==> src/sv/rhgp_pkg.sv <==
`default_nettype none
package rhgp_pkg;

	// Ring geometry
	localparam int NUM_SAMPLES = 60;
	localparam int RING_AW     = $clog2(NUM_SAMPLES);

	// Divider geometry: dividend is smoothed value times height
	localparam int DIV_W  = 16;
	localparam int DIV_CW = $clog2(DIV_W + 1);
	localparam int SCL_W  = 9;

	// Reciprocal of 6 for 8-bit values: x/6 == (x*171) >> 10
	localparam int RECIP6     = 171;
	localparam int RECIP6_SHR = 10;

	// Request types
	typedef enum logic {
		REQ_PUSH   = 1'b0,
		REQ_RENDER = 1'b1
	} req_t;

	// Register byte addresses
	localparam int APB_AW = 5;
	localparam logic [APB_AW-1:0] ADDR_LEFT   = 5'd0;
	localparam logic [APB_AW-1:0] ADDR_TOP    = 5'd4;
	localparam logic [APB_AW-1:0] ADDR_HEIGHT = 5'd8;
	localparam logic [APB_AW-1:0] ADDR_XSTEP  = 5'd12;
	localparam logic [APB_AW-1:0] ADDR_MINSCL = 5'd16;

	// Control between sequencer and divider
	typedef struct packed {
		logic              start;
		logic [DIV_W-1:0]  dividend;
		logic [SCL_W-1:0]  divisor;
	} div_req_t;

	typedef struct packed {
		logic       done;
		logic [7:0] quotient;
	} div_rsp_t;

endpackage
`default_nettype wire

==> src/sv/rate_history_graph_plotter.sv <==
// Rate history graph plotter.
// Input channel (in_valid/in_ready): req_type 0 pushes sample_value into a
// ring of NUM_SAMPLES samples and advances the head; req_type 1 renders.
// Output channel (out_valid/out_ready): a render gives one point per sample,
// oldest first, with smoothed value, x/y coordinates and the ring peak; the
// final point has last_point set. A push gives no point.
// Handshake and flow: a push leaves the block in the idle state, so in_ready
// stays high for the next request. A render first scans the ring for the
// peak, forms the scale and loads the smoothing window; then, for each point,
// it smooths, multiplies, starts the shared 16-step restoring divider, waits
// while it runs and offers the point, holding while the receiver stalls.
// in_ready is low for the whole render, so no new request is taken until the
// last point is accepted.
// Stall: a point is held in the output registers until out_ready; the
// sequencer waits and resumes with the next point after acceptance.
// Reset: the ring reads as all zero, head returns to zero, registers take
// their default values. Registers are written over the APB port and must
// only change while no render is in progress.
`default_nettype none
module rate_history_graph_plotter (
	input  wire logic                         clk,
	input  wire logic                         arst_n,
	input  wire logic                         in_valid,
	output logic                              in_ready,
	input  wire logic                         req_type,
	input  wire logic [7:0]                   sample_value,
	output logic                              out_valid,
	input  wire logic                         out_ready,
	output logic [5:0]                        point_index,
	output logic [10:0]                       point_x,
	output logic [8:0]                        point_y,
	output logic [7:0]                        smoothed_value,
	output logic [7:0]                        window_peak,
	output logic                              last_point,
	input  wire logic                         psel,
	input  wire logic                         penable,
	input  wire logic                         pwrite,
	input  wire logic [rhgp_pkg::APB_AW-1:0]  paddr,
	input  wire logic [31:0]                  pwdata,
	output logic [31:0]                       prdata,
	output logic                              pready
);
	import rhgp_pkg::*;

	typedef enum logic [3:0] {
		S_IDLE, S_PEAK, S_PFIN, S_SCALE, S_FILL0, S_FILL1, S_FILL2,
		S_SMOOTH, S_MUL, S_START, S_DIV, S_EMIT
	} state_t;

	localparam logic [RING_AW-1:0] LAST_POS = RING_AW'(NUM_SAMPLES - 1);

	state_t state_q;

	logic [7:0] left_q, top_q, height_q, minscl_q;
	logic [3:0] xstep_q;

	logic [RING_AW-1:0] head_q;
	logic [RING_AW-1:0] cnt_q;
	logic [7:0]         peak_q;
	logic [SCL_W-1:0]   scale_q;
	logic [7:0]         prev_q, cur_q, next_q, nbuf_q;
	logic [7:0]         sm_q;
	logic [DIV_W-1:0]   prod_q;
	logic [10:0]        x_q;

	logic [RING_AW-1:0] rd_pos;
	logic [RING_AW:0]   rd_sum;
	logic [RING_AW-1:0] rd_addr;
	logic [7:0]         rd_data;
	logic               push;
	logic               render;
	logic               emit_done;
	logic [9:0]         tap_sum;
	logic [15:0]        p171;
	logic [SCL_W-1:0]   scl_raw;

	div_req_t div_req;
	div_rsp_t div_rsp;

	// APB register file
	assign pready = 1'b1;

	always_ff @(posedge clk or negedge arst_n) begin
		if (!arst_n) begin
			left_q   <= 8'd12;
			top_q    <= 8'd96;
			height_q <= 8'd34;
			xstep_q  <= 4'd2;
			minscl_q <= 8'd20;
		end else if (psel && penable && pwrite) begin
			unique case (paddr)
				ADDR_LEFT:   left_q   <= pwdata[7:0];
				ADDR_TOP:    top_q    <= pwdata[7:0];
				ADDR_HEIGHT: height_q <= pwdata[7:0];
				ADDR_XSTEP:  xstep_q  <= pwdata[3:0];
				ADDR_MINSCL: minscl_q <= pwdata[7:0];
				default: ;
			endcase
		end
	end

	always_comb begin
		unique case (paddr)
			ADDR_LEFT:   prdata = {24'd0, left_q};
			ADDR_TOP:    prdata = {24'd0, top_q};
			ADDR_HEIGHT: prdata = {24'd0, height_q};
			ADDR_XSTEP:  prdata = {28'd0, xstep_q};
			ADDR_MINSCL: prdata = {24'd0, minscl_q};
			default:     prdata = 32'd0;
		endcase
	end

	// Request handshake
	assign in_ready  = (state_q == S_IDLE);
	assign push      = in_valid && in_ready && (req_type == REQ_PUSH);
	assign render    = in_valid && in_ready && (req_type == REQ_RENDER);
	assign out_valid = (state_q == S_EMIT);
	assign emit_done = out_valid && out_ready;

	// Pick the ring position to read
	always_comb begin
		unique case (state_q)
			S_PEAK:   rd_pos = cnt_q;
			S_FILL0:  rd_pos = '0;
			S_FILL1:  rd_pos = RING_AW'(1);
			S_SMOOTH: rd_pos = (cnt_q >= RING_AW'(NUM_SAMPLES - 3)) ? LAST_POS
			                                                       : cnt_q + RING_AW'(2);
			default:  rd_pos = '0;
		endcase
		rd_sum  = {1'b0, head_q} + {1'b0, rd_pos};
		rd_addr = (rd_sum >= (RING_AW+1)'(NUM_SAMPLES))
		          ? RING_AW'(rd_sum - (RING_AW+1)'(NUM_SAMPLES)) : rd_sum[RING_AW-1:0];
	end

	rhgp_ring u_ring (
		.clk    (clk),
		.arst_n (arst_n),
		.we     (push),
		.waddr  (head_q),
		.wdata  (sample_value),
		.raddr  (rd_addr),
		.rdata  (rd_data)
	);

	// Scale and smoothing arithmetic
	always_comb begin
		p171    = 16'(peak_q) * 16'(RECIP6);
		scl_raw = {1'b0, peak_q} + SCL_W'(p171 >> RECIP6_SHR);
		tap_sum = {2'b0, prev_q} + {1'b0, cur_q, 1'b0} + {2'b0, next_q};
	end

	assign div_req.start    = (state_q == S_START);
	assign div_req.dividend = prod_q;
	assign div_req.divisor  = scale_q;

	rhgp_div u_div (
		.clk    (clk),
		.arst_n (arst_n),
		.req    (div_req),
		.rsp    (div_rsp)
	);

	// Sequencer and output registers
	always_ff @(posedge clk or negedge arst_n) begin
		if (!arst_n) begin
			state_q        <= S_IDLE;
			head_q         <= '0;
			cnt_q          <= '0;
			point_index    <= '0;
			point_x        <= '0;
			point_y        <= '0;
			smoothed_value <= '0;
			window_peak    <= '0;
			last_point     <= 1'b0;
		end else begin
			unique case (state_q)
				S_IDLE: begin
					if (push) begin
						head_q <= (head_q == LAST_POS) ? '0 : head_q + 1'b1;
					end
					if (render) begin
						cnt_q   <= '0;
						state_q <= S_PEAK;
					end
				end
				S_PEAK: begin
					cnt_q <= cnt_q + 1'b1;
					if (cnt_q == LAST_POS) begin
						state_q <= S_PFIN;
					end
				end
				S_PFIN:   state_q <= S_SCALE;
				S_SCALE:  state_q <= S_FILL0;
				S_FILL0: begin
					cnt_q   <= '0;
					state_q <= S_FILL1;
				end
				S_FILL1:  state_q <= S_FILL2;
				S_FILL2:  state_q <= S_SMOOTH;
				S_SMOOTH: state_q <= S_MUL;
				S_MUL:    state_q <= S_START;
				S_START:  state_q <= S_DIV;
				S_DIV: begin
					if (div_rsp.done) begin
						point_index    <= 6'(cnt_q);
						point_x        <= x_q;
						point_y        <= 9'({1'b0, top_q} + {1'b0, height_q})
						                  - {1'b0, div_rsp.quotient};
						smoothed_value <= sm_q;
						window_peak    <= peak_q;
						last_point     <= (cnt_q == LAST_POS);
						state_q        <= S_EMIT;
					end
				end
				S_EMIT: begin
					if (emit_done) begin
						if (cnt_q == LAST_POS) begin
							state_q <= S_IDLE;
						end else begin
							cnt_q   <= cnt_q + 1'b1;
							state_q <= S_SMOOTH;
						end
					end
				end
				default: state_q <= S_IDLE;
			endcase
		end
	end

	// Datapath registers
	always_ff @(posedge clk) begin
		unique case (state_q)
			S_IDLE: begin
				peak_q <= 8'd0;
			end
			S_PEAK: begin
				if (cnt_q != '0 && rd_data > peak_q) begin
					peak_q <= rd_data;
				end
			end
			S_PFIN: begin
				if (rd_data > peak_q) begin
					peak_q <= rd_data;
				end
			end
			S_SCALE: begin
				if (scl_raw < {1'b0, minscl_q}) begin
					scale_q <= (minscl_q == 8'd0) ? SCL_W'(1) : {1'b0, minscl_q};
				end else begin
					scale_q <= (scl_raw == '0) ? SCL_W'(1) : scl_raw;
				end
			end
			S_FILL0: begin
				x_q <= {3'd0, left_q};
			end
			S_FILL1: begin
				prev_q <= rd_data;
				cur_q  <= rd_data;
			end
			S_FILL2: begin
				next_q <= rd_data;
			end
			S_SMOOTH: begin
				sm_q <= tap_sum[9:2];
			end
			S_MUL: begin
				nbuf_q <= rd_data;
				prod_q <= 16'(sm_q) * 16'(height_q);
			end
			S_START, S_DIV: ;
			S_EMIT: begin
				if (emit_done) begin
					x_q    <= x_q + {7'd0, xstep_q};
					prev_q <= cur_q;
					cur_q  <= next_q;
					next_q <= nbuf_q;
				end
			end
			default: ;
		endcase
	end

	// Checks
	a_no_overlap: assert property (@(posedge clk) disable iff (!arst_n)
		out_valid |-> !in_ready)
		else $error("input accepted while a point is pending");

	a_last_index: assert property (@(posedge clk) disable iff (!arst_n)
		(out_valid && last_point) |-> (point_index == 6'(NUM_SAMPLES - 1)))
		else $error("last point flagged at wrong index");

	a_y_bound: assert property (@(posedge clk) disable iff (!arst_n)
		out_valid |-> (point_y >= {1'b0, top_q}))
		else $error("point above graph top");

	a_div_done: assert property (@(posedge clk) disable iff (!arst_n)
		div_rsp.done |-> (state_q == S_DIV))
		else $error("divider finished outside divide state");

endmodule
`default_nettype wire

==> src/sv/rhgp_ring.sv <==
`default_nettype none
module rhgp_ring (
	input  wire logic                       clk,
	input  wire logic                       arst_n,
	input  wire logic                       we,
	input  wire logic [rhgp_pkg::RING_AW-1:0] waddr,
	input  wire logic [7:0]                 wdata,
	input  wire logic [rhgp_pkg::RING_AW-1:0] raddr,
	output logic [7:0]                      rdata
);
	import rhgp_pkg::*;

	logic [7:0]             mem [NUM_SAMPLES];
	logic [NUM_SAMPLES-1:0] valid_q;
	logic [7:0]             mem_rd_q;

	// Write one sample
	always_ff @(posedge clk) begin
		if (we) begin
			mem[waddr] <= wdata;
		end
	end

	// Read one sample, registered
	always_ff @(posedge clk) begin
		mem_rd_q <= mem[raddr];
	end

	// Track written slots; unwritten slots read as zero
	always_ff @(posedge clk or negedge arst_n) begin
		if (!arst_n) begin
			valid_q <= '0;
		end else if (we) begin
			valid_q[waddr] <= 1'b1;
		end
	end

	logic rd_valid_q;
	always_ff @(posedge clk or negedge arst_n) begin
		if (!arst_n) begin
			rd_valid_q <= 1'b0;
		end else begin
			rd_valid_q <= valid_q[raddr];
		end
	end

	assign rdata = rd_valid_q ? mem_rd_q : 8'd0;

endmodule
`default_nettype wire

==> src/sv/rhgp_div.sv <==
`default_nettype none
module rhgp_div (
	input  wire logic               clk,
	input  wire logic               arst_n,
	input  wire rhgp_pkg::div_req_t req,
	output rhgp_pkg::div_rsp_t      rsp
);
	import rhgp_pkg::*;

	logic [DIV_W-1:0]  dvd_q;
	logic [SCL_W-1:0]  rem_q;
	logic [DIV_CW-1:0] cnt_q;
	logic              busy_q;
	logic              done_q;
	logic [SCL_W:0]    trial;
	logic              qbit;

	// One restoring step per cycle
	always_comb begin
		trial = {rem_q, dvd_q[DIV_W-1]};
		qbit  = (trial >= {1'b0, req.divisor});
	end

	always_ff @(posedge clk or negedge arst_n) begin
		if (!arst_n) begin
			busy_q <= 1'b0;
			done_q <= 1'b0;
			cnt_q  <= '0;
		end else begin
			done_q <= 1'b0;
			if (req.start) begin
				busy_q <= 1'b1;
				cnt_q  <= DIV_CW'(DIV_W);
			end else if (busy_q) begin
				cnt_q <= cnt_q - 1'b1;
				if (cnt_q == DIV_CW'(1)) begin
					busy_q <= 1'b0;
					done_q <= 1'b1;
				end
			end
		end
	end

	// Shift quotient bits into the dividend register
	always_ff @(posedge clk) begin
		if (req.start) begin
			dvd_q <= req.dividend;
			rem_q <= '0;
		end else if (busy_q) begin
			dvd_q <= {dvd_q[DIV_W-2:0], qbit};
			rem_q <= qbit ? SCL_W'(trial - {1'b0, req.divisor}) : trial[SCL_W-1:0];
		end
	end

	assign rsp.done     = done_q;
	assign rsp.quotient = dvd_q[7:0];

endmodule
`default_nettype wire
==> config.mk <==
export PLATFORM = sky130hd
export DESIGN_NAME = rate_history_graph_plotter
export DESIGN_NICKNAME = d
export VERILOG_FILES = /design/src/sv/rhgp_pkg.sv /design/src/sv/rate_history_graph_plotter.sv /design/src/sv/rhgp_ring.sv /design/src/sv/rhgp_div.sv
export SDC_FILE = /design/constraint.sdc
export NUM_CORES = 1
export LEC_CHECK = 0
export ABC_AREA = 1
export ABC_CLOCK_PERIOD_IN_PS = 15700
export BUFFER_PORTS_ARGS = -buffer_cell sky130_fd_sc_hd__buf_4
export CORE_UTILIZATION = 40
export DETAILED_ROUTE_END_ITERATION = 10
export SKIP_CTS_REPAIR_TIMING = 1
export SYNTH_ARGS = -nofsm -noshare
export SYNTH_HDL_FRONTEND = slang
export SYNTH_SLANG_ARGS = --single-unit
==> constraint.sdc <==
create_clock -name clk -period 15.7 [get_ports clk]
set_input_delay 0 -clock clk [delete_from_list [all_inputs] [get_ports clk]]
set_output_delay 0 -clock clk [all_outputs]
set_load 0.005 [all_outputs]
# Word level (Yosys, flattened, before mapping)
# Memory sizes are Yosys's and may differ from the RTL's. A register that Yosys moved wholly into a read port is not among the register bits.
# Cells that the tools add are included.
[word_totals] regBits=272 output_inout_bits=78 in_bits=53 ramBits=480 n_memories=1
[op_classes] reduce_logical=32 multipliers=2 bitwise=2 order_cmp=8 mux=47 n_addsub=13 eq_ne=25
[memory_table] memory="u_ring.mem" depth=60 word_bits=8 rd=1 rd_clocked_by_memory_dff=1 wr=1 line="rhgp_ring.sv:13" text="logic [7:0] mem [NUM_SAMPLES];"
[op_table] operator="$or 60x60->60" count=1
[op_table] operator="$mux 8" count=7
[op_table] operator="$pmux 4 s12" count=1
[op_table] operator="$pmux 8 s2" count=3
[op_table] operator="$pmux 8 s5" count=1
[op_table] operator="$mux 6" count=6
[op_table] operator="$mux 16" count=2
[op_table] operator="$mux 9" count=3
[op_table] operator="$pmux 6 s4" count=1
[op_table] operator="$pmux 8 s3" count=1
[op_table] operator="$pmux 11 s2" count=1
[op_table] operator="$reduce_and 2->1" count=10
[op_table] operator="$pmux 6 s3" count=1
[op_table] operator="$eq 4x3->1 const B" count=4
[op_table] operator="$eq 4x4->1 const B" count=4
[op_table] operator="$mul 8x8->16" count=1
[op_table] operator="$mul 8x8->16 const B" count=1
[op_table] operator="$mux 4" count=4
[op_table] operator="$lt 6x7->1 const B" count=2
[op_table] operator="$add 6x1->6 const B" count=2
[op_table] operator="$eq 6x6->1 const B" count=2
[op_table] operator="$add 11x4->11" count=1
[op_table] operator="$mux 11" count=1
[op_table] operator="$add 10x8->10" count=1
[op_table] operator="other kinds (40)" count=68

# Longest topological paths before layout
# Gate-level depths: netlist (run 1).
[depth] depth_word=8 ltp_mapped=30 mapped_depth_nobuf=30

# Cells and area by module
# Synthesis (run 1) repeated with hierarchy kept, for this count alone.
[hier_totals] cells_unflattened=3809 hier_area_um2=37885.1
[modules_own_cells] module="rhgp_ring" seq_area_each_um2=16100.4 n_inst=1 area_each_um2=22620.4 cells_each=2001
[modules_own_cells] module="rate_history_graph_plotter" seq_area_each_um2=4911.0 n_inst=1 area_each_um2=13183.9 cells_each=1533
[modules_own_cells] module="rhgp_div" seq_area_each_um2=835.8 n_inst=1 area_each_um2=2080.7 cells_each=275

# Worst setup path before layout (run 1)
# No wires, ideal clock.
[synth_path] path_type="reg2reg" start="register peak_q[3]" end="register scale_q[5] (data pin)" t_arrival_ns=5.425 path_stages_with_launch=31 path_slack_ns=10.010 t_required_ns=15.435 n_path_buf=1 cell_sequence="edfxtp_1 -> ha_1 -> fa_1 -> fa_1 -> inv_1 -> fa_1 -> inv_1 -> ha_1 -> nand2_1 -> nor2_1 -> nand2_1 -> o211ai_1 -> a21oi_1 -> or2_2 -> nand2_1 -> inv_1 -> fa_1 -> inv_1 -> nand3_1 -> nand3_1 -> nand3_1 -> nand2_1 -> xor2_1 -> ha_1 -> a21oi_1 -> o21ai_0 -> nor2_1 -> nand2_1 -> clkbuf_1 -> nand2_1 -> o21ai_0"
[synth_between] elab_chain_len=5
[synth_lines] item="start, declared" line="rate_history_graph_plotter.sv:59" text="logic [7:0] peak_q;"
[synth_lines] item="start signal, assigned" line="rate_history_graph_plotter.sv:238" text="peak_q <= rd_data;"
[synth_lines] item="start signal, assigned" line="rate_history_graph_plotter.sv:243" text="peak_q <= rd_data;"
[synth_lines] item="$mul 8x8->16" line="rate_history_graph_plotter.sv:147" text="p171 = 16'(peak_q) * 16'(RECIP6);"
[synth_lines] item="$add 8x6->9 *" line="rate_history_graph_plotter.sv:148" text="scl_raw = {1'b0, peak_q} + SCL_W'(p171 >> RECIP6_SHR);"
[synth_lines] item="branches (longest 2 deep; another with $lt 9x8->1)"
[synth_lines] item="$mux 9 *" line="rate_history_graph_plotter.sv:247" text="if (scl_raw < {1'b0, minscl_q}) begin"
[synth_lines] item="end signal, assigned" line="rate_history_graph_plotter.sv:248" text="scale_q <= (minscl_q == 8'd0) ? SCL_W'(1) : {1'b0, minscl_q};"
[synth_lines] item="end signal, assigned" line="rate_history_graph_plotter.sv:250" text="scale_q <= (scl_raw == '0) ? SCL_W'(1) : scl_raw;"
[synth_lines] item="end, declared" line="rate_history_graph_plotter.sv:60" text="logic [SCL_W-1:0] scale_q;"
# Mark *: on every way between the ends.
# A chain may end at the register's enable or synchronous reset.

# Worst setup path after layout (run 1)
[layout_path] start="register peak_q[3]" end="register scale_q[0] (data pin)"
# The elaborated chain is that of the path after synthesis.

==> results of run 1 <==
metrics by stage:
stage	hold WS, ns	cell area (sq um)
final	-0.008587	41350
after global routing	0.006210	41350
after CTS	-0.5571	41180
after detailed placement	0.1194	38330
after global placement	0.1187	38330
after floorplan	-0.2956	36900
layout make-up:
cell class	count	area, sq um
Fill cell	8459	49210
Sequential cell	760	21850
Multi-Input combinational cell	2237	12900
Clock buffer	114	2307
Tap cell	1176	1471
Inverter	347	1313
Timing Repair Buffer	123	972.2
Clock inverter	43	546.8
registers in the layout, summed over array words and instances, names as in the netlist, 9 cells and up:
register,flops
point_x,11
point_y,9
prod_q,16
scale_q,9
u_div.dvd_q,16
u_div.rem_q,9
u_ring.mem,480
u_ring.valid_q,60
x_q,11
critical path, delay by kind of cell, from the launching register on:
| family | cells | cell delay, ns |
|---|---|---|
| AOI/OAI and AO/OA | 5 | 0.73 |
| adders and majority gates | 7 | 2.87 |
| xor gates and xnor gates | 1 | 0.27 |
| and+or+nand+nor | 11 | 1.37 |
| buffers and inverters | 5 | 0.30 |
| DFF | 1 | 0.54 |
cell families after synthesis:
logic type | after synthesis | share of synthesized area (%)
other | 2 | 0.02040
xor gates and xnor gates | 40 | 0.9720
AOI/OAI and AO/OA | 598 | 9.985
buffers and inverters | 539 | 5.913
DFF | 760 | 59.34
adders and majority gates | 212 | 8.591
and+or+nand+nor | 1362 | 15.18
how the worst max path moves through the flow:
stage | startpoint | end | slack (ns) | cells past startpoint
after floorplan | peak_q[3]$_SDFFCE_PP0P_ | scale_q[5]$_DFFE_PN_ | 10.01 | 30
after global placement | peak_q[3]$_SDFFCE_PP0P_ | scale_q[0]$_DFFE_PN_ | 9.43 | 29
after detailed placement | peak_q[3]$_SDFFCE_PP0P_ | scale_q[0]$_DFFE_PN_ | 9.35 | 29
after CTS | peak_q[3]$_SDFFCE_PP0P_ | scale_q[0]$_DFFE_PN_ | 9.30 | 29
after global routing | peak_q[3]$_SDFFCE_PP0P_ | scale_q[0]$_DFFE_PN_ | 8.78 | 29
final | peak_q[3]$_SDFFCE_PP0P_ | scale_q[0]$_DFFE_PN_ | 9.35 | 29
metal layers:
metal,up-vias,share of wire (%)
met4,0,3.3
met1,12310,45
li1,12090,-
met5,-,0
met3,160,5.1
met2,692,47
layout by cell type (no fill, tap or decap), drive strengths merged, types with 4 or more instances in the layout:
cell and n:
ha 144, fa 68, edfxtp 580, xor2 28, xnor2 12, nor2 165
nand3b 7, o22ai 13, clkbuf 115, a32o 106, nand3 224, conb 25
clkinv 28, nand4 10, o211ai 12, dfxtp 17, a221oi 5, o2111ai 6
nor3 14, bufinv 8, inv 350, o21ai 223, clkinvlp 4, dlygate4sd3 17
or2 33, nand2 901, a21oi 212, buf 105, dfrtp 154, dfstp 9
power groups by stage:
| stage | Sequential, W | Clock, W | Combinational [W] |
|---|---|---|---|
| 6_report | 0.00259 | 0.00201 | 0.00515 |
| 5_1_grt | 0.00261 | 0.00212 | 0.00586 |
| 4_1_cts | 0.00259 | 0.00204 | 0.00516 |
| 3_5_place_dp | 0.00263 | 0 | 0.00513 |
| 3_3_place_gp | 0.00262 | 0 | 0.00508 |
| 2_1_floorplan | 0.00256 | 0 | 0.00381 |
==> Flow_metrics.wiki, run 1 <==
{| class="wikitable"
! Metric !! Value
|-
| Outcome || finished with violations
|-
| Failing checks || negative hold slack
|-
| Synthesized flop and latch total || 760
|-
| CTS H-tree lvls || 3
|-
| Worst-skew pair later-pin latency || 0.68 ns
|-
| Worst Path Arrival || 6.71 ns
|-
| Final-layout worst hold slack || -0.008587 ns
|-
| First-pass GRT wire length || 139900 um
|-
| Share of the core filled with cells in the final layout || 45.66%
|-
| GRT overflow || 0
|-
| Peak per-stage delay on the critical path || 0.54 ns
|-
| DRC marker count from the first detailed-route iteration || 2079
|-
| Met3 Resource Use GR || 2.461%
|-
| Critical path peak fanout || 16
|-
| Post-Synthesis Mean Instance Area || 10.48 sq um
|-
| Final sum of negative setup slack || 0 ns
|-
| Largest net degree at the start of global routing || 94
|-
| Overall via count from detail_route || 25250
|-
| Setup repair after global routing missed its margin || no
|-
| Number of enable flip-flop cells after synthesis || 580
|-
| Proportion of layout cells with a drive suffix above 1 || 8.030%
|-
| Clock slew at the register clock pins of the worst setup and hold paths || 0.06 ns
|-
| Starting density of the core || 40.65%
|-
| Final Hold Viols || 1
|-
| Internal cell power || 0.005430 W
|-
| Dominant cell type by area after synthesis || sky130_fd_sc_hd__edfxtp_1
|-
| Post-Syn Area || 36820 sq um
|-
| Number of buffers inserted during clock tree synthesis || 86
|-
| Synth top area share || 47.31%
|-
| Number of antenna violations at the first check in global routing || 0
|-
| Worst setup margin || 9.352 ns
|-
| Global-route layer with the greatest usage || met2
|-
| Largest buffer count on any clock path || 3
|-
| Placer's final routability congestion estimate || 0.8808
|-
| List of most frequent post-synthesis cells || sky130_fd_sc_hd__nand2_1 (895), sky130_fd_sc_hd__edfxtp_1 (580), sky130_fd_sc_hd__inv_1 (341), sky130_fd_sc_hd__nand3_1 (223), sky130_fd_sc_hd__o21ai_0 (219)
|-
| I/O pins || 131
|-
| Site Rows || 110
|-
| Count of different cell masters after synthesis || 52
|-
| Die H || 305.4 um
|-
| Minimum clock period || 6.348 ns
|-
| Tightest Pin Transition || 1.167 ns
|-
| Post-route fraction of the period consumed by the critical path || 40.44%
|-
| Slew headroom || 21.74%
|-
| Portion of total power attributed to sequential cells || 26.5%
|-
| Total instance count after detailed placement || 4626
|-
| Portion of total power attributed to combinational logic || 52.8%
|-
| Number of warning messages in the yosys log || 0
|-
| Number of cells on the worst reg-to-reg path || 29
|-
| Power density over cell area || 235.8 nW/um^2
|-
| Via-to-Cell Ratio || 5.261
|-
| Met1 usage in global routing || 26.46%
|-
| Endpoint of the worst register-to-register path || scale_q[0]$_DFFE_PN_
|-
| Sink Count || 760
|-
| Sequential cell area fraction in the yosys report || 59.34%
|-
| Routed wire length per instance || 18.65 um
|-
| Net count, final || 3820
|-
| Reg2Reg Setup Slack || 9.35 ns
|-
| Dpl ws || 9.347 ns
|-
| Grt met2 use || 31.34%
|-
| Category of the worst setup path launch point || register
|-
| Core area || 90560 sq um
|-
| Tightest Hold Check Type || primary input to async pin
|-
| Worst IR Drop VDD || 259.3 uV
|-
| Dominant synthesized flop cell || sky130_fd_sc_hd__edfxtp_1
|-
| Reg-to-reg startpoint || peak_q[3]$_SDFFCE_PP0P_
|-
| Antenna viol nets, final || 0
|-
| Number of standard cells in the layout, taps in and fillers out || 4800
|-
| Nature of the critical path endpoint || register
|-
| Total power consumption of the routed design || 0.009753 W
|-
| Gate Count Post-Synth || 3513
|-
| Number of slew-limit violations in the final report || 0
|-
| Switching pwr || 0.004323 W
|-
| Count leader, synth || sky130_fd_sc_hd__nand2_1
|-
| Async set-reset flop share out of synthesis || 21.45%
|-
| Max-cap violation count || 0
|-
| Leak pwr || 17.16 nW
|-
| Setup violators final || 0
|-
| Clock tree skew after final layout || 0.07717 ns
|-
| Clock root buffer || sky130_fd_sc_hd__clkbuf_16
|-
| GRT Util Overall || 19.26%
|-
| Die X-Extent || 305.4 um
|-
| CTS tree || built
|-
| Number of inserted diodes || 0
|-
| Slowest cell on the critical path || sky130_fd_sc_hd__edfxtp_1
|-
| Wire length after detailed routing || 89530 um
|-
| Post-detailed-placement half-perimeter wirelength || 55960 um
|-
| Number of I/O port buffers || 81
|-
| Number of global-route vias before repair || 24360
|-
| Floorplan die area || 93260 sq um
|-
| Total iterations of the first detailed-routing run || 6
|-
| Leading post-synthesis cells by cell area || sky130_fd_sc_hd__edfxtp_1 (47%), sky130_fd_sc_hd__dfrtp_1 (10%), sky130_fd_sc_hd__nand2_1 (9.1%), sky130_fd_sc_hd__ha_1 (4.9%), sky130_fd_sc_hd__fa_1 (3.7%)
|-
| Highest clock frequency the design can meet || 157.5 MHz
|-
| Required time of the critical path || 16.06 ns
|-
| Share of total power in the clock network || 20.6%
|-
| Layout area overhead || 12.32%
|-
| Remaining routing DRC violations || 0
|-
| Switching power as a share of total power || 44.32%
|-
| Startpoint-to-endpoint class of the critical path || register to register
|}
(Power assumes the default switching activity.)
==> inputs of run 2 (changes only) <==
- ABC_CLOCK_PERIOD_IN_PS: 15700 -> 5470
- clock period: 15.7 -> 5.47 ns (I/O delays scaled with it)
==> Flow_metrics.wiki, run 2 (synthesis gave the netlist of run 1 again) <==
{| class="wikitable"
! Metric !! Value
|-
| Outcome || finished with violations
|-
| Failing checks || negative hold slack, negative setup slack
|-
| GRT Util Overall || 19.48% (+0.22 points)
|-
| Tightest Hold Check Type || primary input to async pin
|-
| CTS tree || built
|-
| Number of inserted diodes || 0 (unchanged)
|-
| Net count, final || 3886 (+1.7%)
|-
| Final-layout worst hold slack || -0.02884 ns (-0.02025 ns)
|-
| Tightest Pin Transition || 1.227 ns (+0.06050 ns)
|-
| CTS H-tree lvls || 3 (unchanged)
|-
| Nature of the critical path endpoint || register
|-
| Number of buffers inserted during clock tree synthesis || 83 (-3.5%)
|-
| Wire length after detailed routing || 91360 um (+2.0%)
|-
| GRT overflow || 0 (unchanged)
|-
| Largest net degree at the start of global routing || 90 (-4.3%)
|-
| Final Hold Viols || 13 (+12)
|-
| Worst setup margin || -0.1771 ns (-9.529 ns)
|-
| Global-route layer with the greatest usage || met2
|-
| Grt met2 use || 32.46% (+1.1 points)
|-
| Number of global-route vias before repair || 24830 (+1.9%)
|-
| Clock tree skew after final layout || 0.07400 ns (-0.003164 ns)
|-
| Minimum clock period || 5.647 ns (-0.7014 ns)
|-
| Met1 usage in global routing || 26.31% (-0.16 points)
|-
| Slew headroom || 17.68% (-4.1 points)
|-
| Overall via count from detail_route || 25670 (+1.7%)
|-
| Register with the highest flop count || u_ring.mem
|-
| Number of slew-limit violations in the final report || 0 (unchanged)
|-
| Clock slew at the register clock pins of the worst setup and hold paths || 0.06 ns (about the same)
|-
| Routed wire length per instance || 18.77 um (+0.62%)
|-
| Number of flip-flops in the largest register || 480 (unchanged)
|-
| Peak per-stage delay on the critical path || 0.49 ns (-0.05 ns)
|-
| Placer's final routability congestion estimate || 0.8652 (-1.8%)
|-
| Highest-count cells in the layout ignoring fill and taps || sky130_fd_sc_hd__nand2_1 (890), sky130_fd_sc_hd__edfxtp_1 (580), sky130_fd_sc_hd__inv_1 (340)
|-
| Layout area overhead || 14.30%
|-
| Max-cap violation count || 0 (unchanged)
|-
| Slowest cell on the critical path || sky130_fd_sc_hd__fa_1
|-
| Proportion of layout cells with a drive suffix above 1 || 10.37% (+2.3 points)
|-
| First-pass GRT wire length || 142400 um (+1.8%)
|-
| Post-route fraction of the period consumed by the critical path || 103.2% (+63 points)
|-
| Die H || 305.4 um (unchanged)
|-
| Sink Count || 760 (unchanged)
|-
| Final-layout fill cell count || 8447 (-0.14%)
|-
| Die X-Extent || 305.4 um (unchanged)
|-
| Via-to-Cell Ratio || 5.273 (+0.24%)
|-
| Clock root buffer || sky130_fd_sc_hd__clkbuf_16
|-
| Sequential cell area || 21850 sq um (unchanged)
|-
| Setup violators final || 8 (+8)
|-
| Worst Path Arrival || 5.99 ns (-0.72 ns)
|-
| Category of the worst setup path launch point || register
|-
| Starting density of the core || 40.65% (unchanged)
|-
| Required time of the critical path || 5.81 ns (-10.25 ns)
|-
| Largest delay contributor family on the critical path || adder cells
|-
| Most common library cell in the layout ignoring fill and taps || sky130_fd_sc_hd__nand2_1
|-
| Post-detailed-placement half-perimeter wirelength || 58950 um (+5.3%)
|-
| Core area || 90560 sq um (unchanged)
|-
| I/O pins || 131 (unchanged)
|-
| Most Frequent Cell on Critical Path || sky130_fd_sc_hd__inv_1
|-
| Multi-input logic area || 13090 sq um (+1.5%)
|-
| DRC marker count from the first detailed-route iteration || 2003 (-3.7%)
|-
| Critical path peak fanout || 6 (-10)
|-
| CP Buf/Inv Count || 5 (unchanged)
|-
| Total iterations of the first detailed-routing run || 6 (unchanged)
|-
| Largest buffer count on any clock path || 3 (unchanged)
|-
| Worst-skew pair later-pin latency || 0.66 ns (-0.02 ns)
|-
| Site Rows || 110 (unchanged)
|-
| Met3 Resource Use GR || 2.898% (+0.44 points)
|-
| Number of I/O port buffers || 81 (unchanged)
|-
| Antenna viol nets, final || 0 (unchanged)
|-
| Startpoint-to-endpoint class of the critical path || register to register
|-
| Setup repair after global routing missed its margin || yes
|-
| Remaining routing DRC violations || 0 (unchanged)
|-
| Number of antenna violations at the first check in global routing || 0 (unchanged)
|-
| Floorplan die area || 93260 sq um (unchanged)
|-
| Share of the core filled with cells in the final layout || 46.47% (+0.80 points)
|-
| Highest clock frequency the design can meet || 177.1 MHz (+12%)
|-
| Registers with the highest flip-flop counts || u_ring.mem: 480 flops, u_ring.valid_q: 60 flops
|}
[run 2: routing by layer]
metal | wire [um] | share of wire (%) | vias up
li1 | - | - | 12220
met1 | 40290 | 44 | 12610
met2 | 44090 | 48 | 708
met3 | 4728 | 5.2 | 138
met4 | 2242 | 2.5 | 0
met5 | 0 | 0 | -
[run 2: final timing paths]
check,startpoint,endpoint,slack [ns],cells after the start
max in group asynchronous,arst_n,smoothed_value[7]$_DFFE_PN0P_,4.04,3
hold reg to reg,u_ring.valid_q[31]$_DFFE_PN0P_,u_ring.valid_q[31]$_DFFE_PN0P_,0.45,2
setup / recovery,peak_q[3]$_SDFFCE_PP0P_,scale_q[7]$_DFFE_PN_,-0.18,27
setup reg to reg,peak_q[3]$_SDFFCE_PP0P_,scale_q[7]$_DFFE_PN_,-0.18,27
hold / removal,arst_n,window_peak[6]$_DFFE_PN0P_,-0.03,2
min in group clk,req_type,head_q[2]$_DFFE_PN0P_,0,5
[run 2: cell type report]
| cell class | count | share of cell area (%) |
|---|---|---|
| flip-flops and latches | 760 | 51.92 |
| multi-input cells | 2238 | 31.09 |
| clock buffers | 118 | 5.468 |
| repair buffers | 191 | 3.645 |
| well taps | 1176 | 3.497 |
| inverters | 347 | 3.119 |
| clock inverters | 38 | 1.261 |
[run 2: per-stage QoR]
step,setup slack (ns),cell area (sq um),cells,TNS (ns)
2_1_floorplan,0.02354,36930,3536,0
3_3_place_gp,-0.2072,38840,4687,-1.441
3_5_place_dp,-0.2407,38840,4687,-1.789
4_1_cts,-0.2858,41680,4843,-2.138
5_1_grt,-0.5005,42080,4868,-3.795
6_report,-0.1771,42080,4868,-1.274
Power of run 2 is left out: the tool's default activity adds up to more than one toggle a clock period on the data nets, which glitch-free logic cannot reach.
==> inputs of run 3 (changes only) <==
- ABC_CLOCK_PERIOD_IN_PS: 5470 -> 6200
- clock period: 5.47 -> 6.2 ns (I/O delays scaled with it)
==> Flow_metrics.wiki, run 3 (synthesis gave the netlist of run 1 again) <==
{| class="wikitable"
! Metric !! Value
|-
| Total instance count after detailed placement || 4636 (-1.1%)
|-
| I/O pins || 131 (unchanged)
|-
| Power density over cell area || 614.6 nW/um^2
|-
| Clock root buffer || sky130_fd_sc_hd__clkbuf_16
|-
| Final sum of negative setup slack || 0 ns (+1.274 ns)
|-
| Worst Path Arrival || 6.27 ns (+0.28 ns)
|-
| Proportion of layout cells with a drive suffix above 1 || 8.592% (-1.8 points)
|-
| First-pass GRT wire length || 142600 um (+0.14%)
|-
| Core area || 90560 sq um (unchanged)
|-
| Register with the highest flop count || u_ring.mem
|-
| Remaining routing DRC violations || 0 (unchanged)
|-
| Required time of the critical path || 6.58 ns (+0.77 ns)
|-
| Failing checks || negative hold slack
|-
| Endpoint of the worst register-to-register path || scale_q[0]$_DFFE_PN_
|-
| Number of cells on the worst reg-to-reg path || 30 (+11%)
|-
| Sequential cell area || 21850 sq um (unchanged)
|-
| Highest-count cells in the layout ignoring fill and taps || sky130_fd_sc_hd__nand2_1 (893), sky130_fd_sc_hd__edfxtp_1 (580), sky130_fd_sc_hd__inv_1 (341)
|-
| Critical path peak fanout || 7 (+1)
|-
| Highest clock frequency the design can meet || 169.9 MHz (-4.1%)
|-
| Minimum clock period || 5.887 ns (+0.2404 ns)
|-
| Number of global-route vias before repair || 24510 (-1.3%)
|-
| Final-layout worst hold slack || -0.02872 ns (+0.0001182 ns)
|-
| Worst IR Drop VDD || 842.9 uV
|-
| Total power consumption of the routed design || 0.02560 W
|-
| Setup violators final || 0 (-8)
|-
| Launch point of the critical path || peak_q[1]$_SDFFCE_PP0P_
|-
| Overall via count from detail_route || 25390 (-1.1%)
|-
| Registers with the highest flip-flop counts || u_ring.mem: 480 flops, u_ring.valid_q: 60 flops
|-
| Outcome || finished with violations
|-
| Wire length after detailed routing || 91490 um (+0.15%)
|-
| Tightest Hold Check Type || primary input to async pin
|-
| Final-layout fill cell count || 8461 (+0.17%)
|-
| Post-route fraction of the period consumed by the critical path || 94.96% (-8.3 points)
|-
| Number of I/O port buffers || 81 (unchanged)
|-
| Worst-skew pair later-pin latency || 0.65 ns (about the same)
|-
| Sink Count || 760 (unchanged)
|-
| Reg2Reg Setup Slack || 0.31 ns (+0.49 ns)
|-
| Multi-input logic area || 12950 sq um (-1.0%)
|-
| Clock slew at the register clock pins of the worst setup and hold paths || 0.06 ns (about the same)
|-
| CTS H-tree lvls || 3 (unchanged)
|-
| Largest buffer count on any clock path || 3 (unchanged)
|-
| Starting density of the core || 40.65% (unchanged)
|-
| Placer's final routability congestion estimate || 0.8819 (+1.9%)
|-
| Via-to-Cell Ratio || 5.269 (about the same)
|-
| Slew headroom || 20.72% (+3.0 points)
|-
| Tightest Pin Transition || 1.182 ns (-0.04531 ns)
|-
| Die X-Extent || 305.4 um (unchanged)
|-
| Startpoint-to-endpoint class of the critical path || register to register
|-
| Category of the worst setup path launch point || register
|-
| Total iterations of the first detailed-routing run || 5 (-1)
|-
| Floorplan die area || 93260 sq um (unchanged)
|-
| Max-cap violation count || 0 (unchanged)
|-
| Most Frequent Cell on Critical Path || sky130_fd_sc_hd__inv_1
|-
| Nature of the critical path endpoint || register
|-
| Net count, final || 3835 (-1.3%)
|-
| CTS tree || built
|-
| Number of buffers inserted during clock tree synthesis || 86 (+3.6%)
|-
| Reg-to-reg startpoint || peak_q[1]$_SDFFCE_PP0P_
|-
| DRC marker count from the first detailed-route iteration || 1959 (-2.2%)
|-
| Capturing instance or port of the critical path || scale_q[0]$_DFFE_PN_
|-
| Site Rows || 110 (unchanged)
|-
| Die H || 305.4 um (unchanged)
|-
| Antenna viol nets, final || 0 (unchanged)
|-
| Final Hold Viols || 8 (-5)
|-
| Leak pwr || 17.29 nW
|-
| Number of antenna violations at the first check in global routing || 0 (unchanged)
|-
| Number of slew-limit violations in the final report || 0 (unchanged)
|-
| Number of inserted diodes || 0 (unchanged)
|-
| Number of flip-flops in the largest register || 480 (unchanged)
|-
| Routed wire length per instance || 18.99 um (+1.2%)
|-
| Clock tree skew after final layout || 0.04107 ns (-0.03293 ns)
|-
| Most common library cell in the layout ignoring fill and taps || sky130_fd_sc_hd__nand2_1
|-
| GRT overflow || 0 (unchanged)
|-
| Layout area overhead || 13.16%
|-
| GRT Util Overall || 19.53% (+0.042 points)
|-
| Post-detailed-placement half-perimeter wirelength || 57280 um (-2.8%)
|-
| Largest net degree at the start of global routing || 173 (+92%)
|-
| Number of standard cells in the layout, taps in and fillers out || 4819 (-1.0%)
|-
| Peak per-stage delay on the critical path || 0.51 ns (+0.02 ns)
|-
| Slowest cell on the critical path || sky130_fd_sc_hd__fa_1
|}
## run 3: cell count changes in the layout (fill, tap and decap cells not counted), sizes merged
cell,delta
clkinvlp,+1
clkinv,+11
nand2,-1
bufinv,+1
buf,-53
clkbuf,-5
inv,-3
## run 3: worst min-delay path by stage
stage | slack [ns] | end | depth (start not counted) | start
6_report | -0.03 | window_peak[0]$_DFFE_PN0P_ | 2 | arst_n
5_1_grt | 0.02 | window_peak[0]$_DFFE_PN0P_ | 2 | arst_n
4_1_cts | -0.57 | window_peak[0]$_DFFE_PN0P_ | 1 | arst_n
3_5_place_dp | 0.1 | window_peak[1]$_DFFE_PN0P_ | 1 | arst_n
3_3_place_gp | 0.1 | window_peak[4]$_DFFE_PN0P_ | 1 | arst_n
2_1_floorplan | -0.30 | cnt_q[0]$_DFFE_PN0P_ | 0 | arst_n
## run 3: per-layer routing
metal | vias up | part of all wire, % | GRT usage (%)
met4 | 0 | 3.2 | 6.942
met1 | 12400 | 45 | 26.72
li1 | 12130 | - | -
met2 | 706 | 47 | 31.68
met5 | - | 0 | 0
met3 | 159 | 5.1 | 2.808
## run 3: critical path, delay by kind of cell, from the launching register on
family	cells	cell delay (ns)
and+or+nand+nor	10	0.99
AOI/OAI and AO/OA	3	0.50
buffers and inverters	7	0.56
xor gates and xnor gates	2	0.21
adders and majority gates	8	2.93
DFF	1	0.43
## run 3: where the power goes
part / switching, W / internal, W / total, W / leakage, nW
Clock: 0.00212 / 0.00308 / 0.00521 / 1.41
Combinational: 0.00889 / 0.00498 / 0.0139 / 8.45
Sequential: 0.000333 / 0.00619 / 0.00653 / 7.43
Total: 0.0114 / 0.0143 / 0.0256 / 17.3
## run 3: through the flow
step	utilization (%)	instance area, sq um	hold WS [ns]	worst slack, ns
floorplan	-	36900	-0.2956	0.5105
global placement	42.48	38470	0.09673	0.3320
detailed placement	42.48	38470	0.09892	0.2476
CTS	45.71	41400	-0.5729	0.1910
global route	46.00	41660	0.02331	-0.0004396
finish	46.00	41660	-0.02872	0.3125
## run 3: layout make-up
type,instances,area share [%]
clock buffers,113,5.559
clock inverters,48,1.475
inverters,347,3.150
multi-input cells,2237,31.08
flip-flops and latches,760,52.44
well taps,1176,3.532
repair buffers,138,2.763
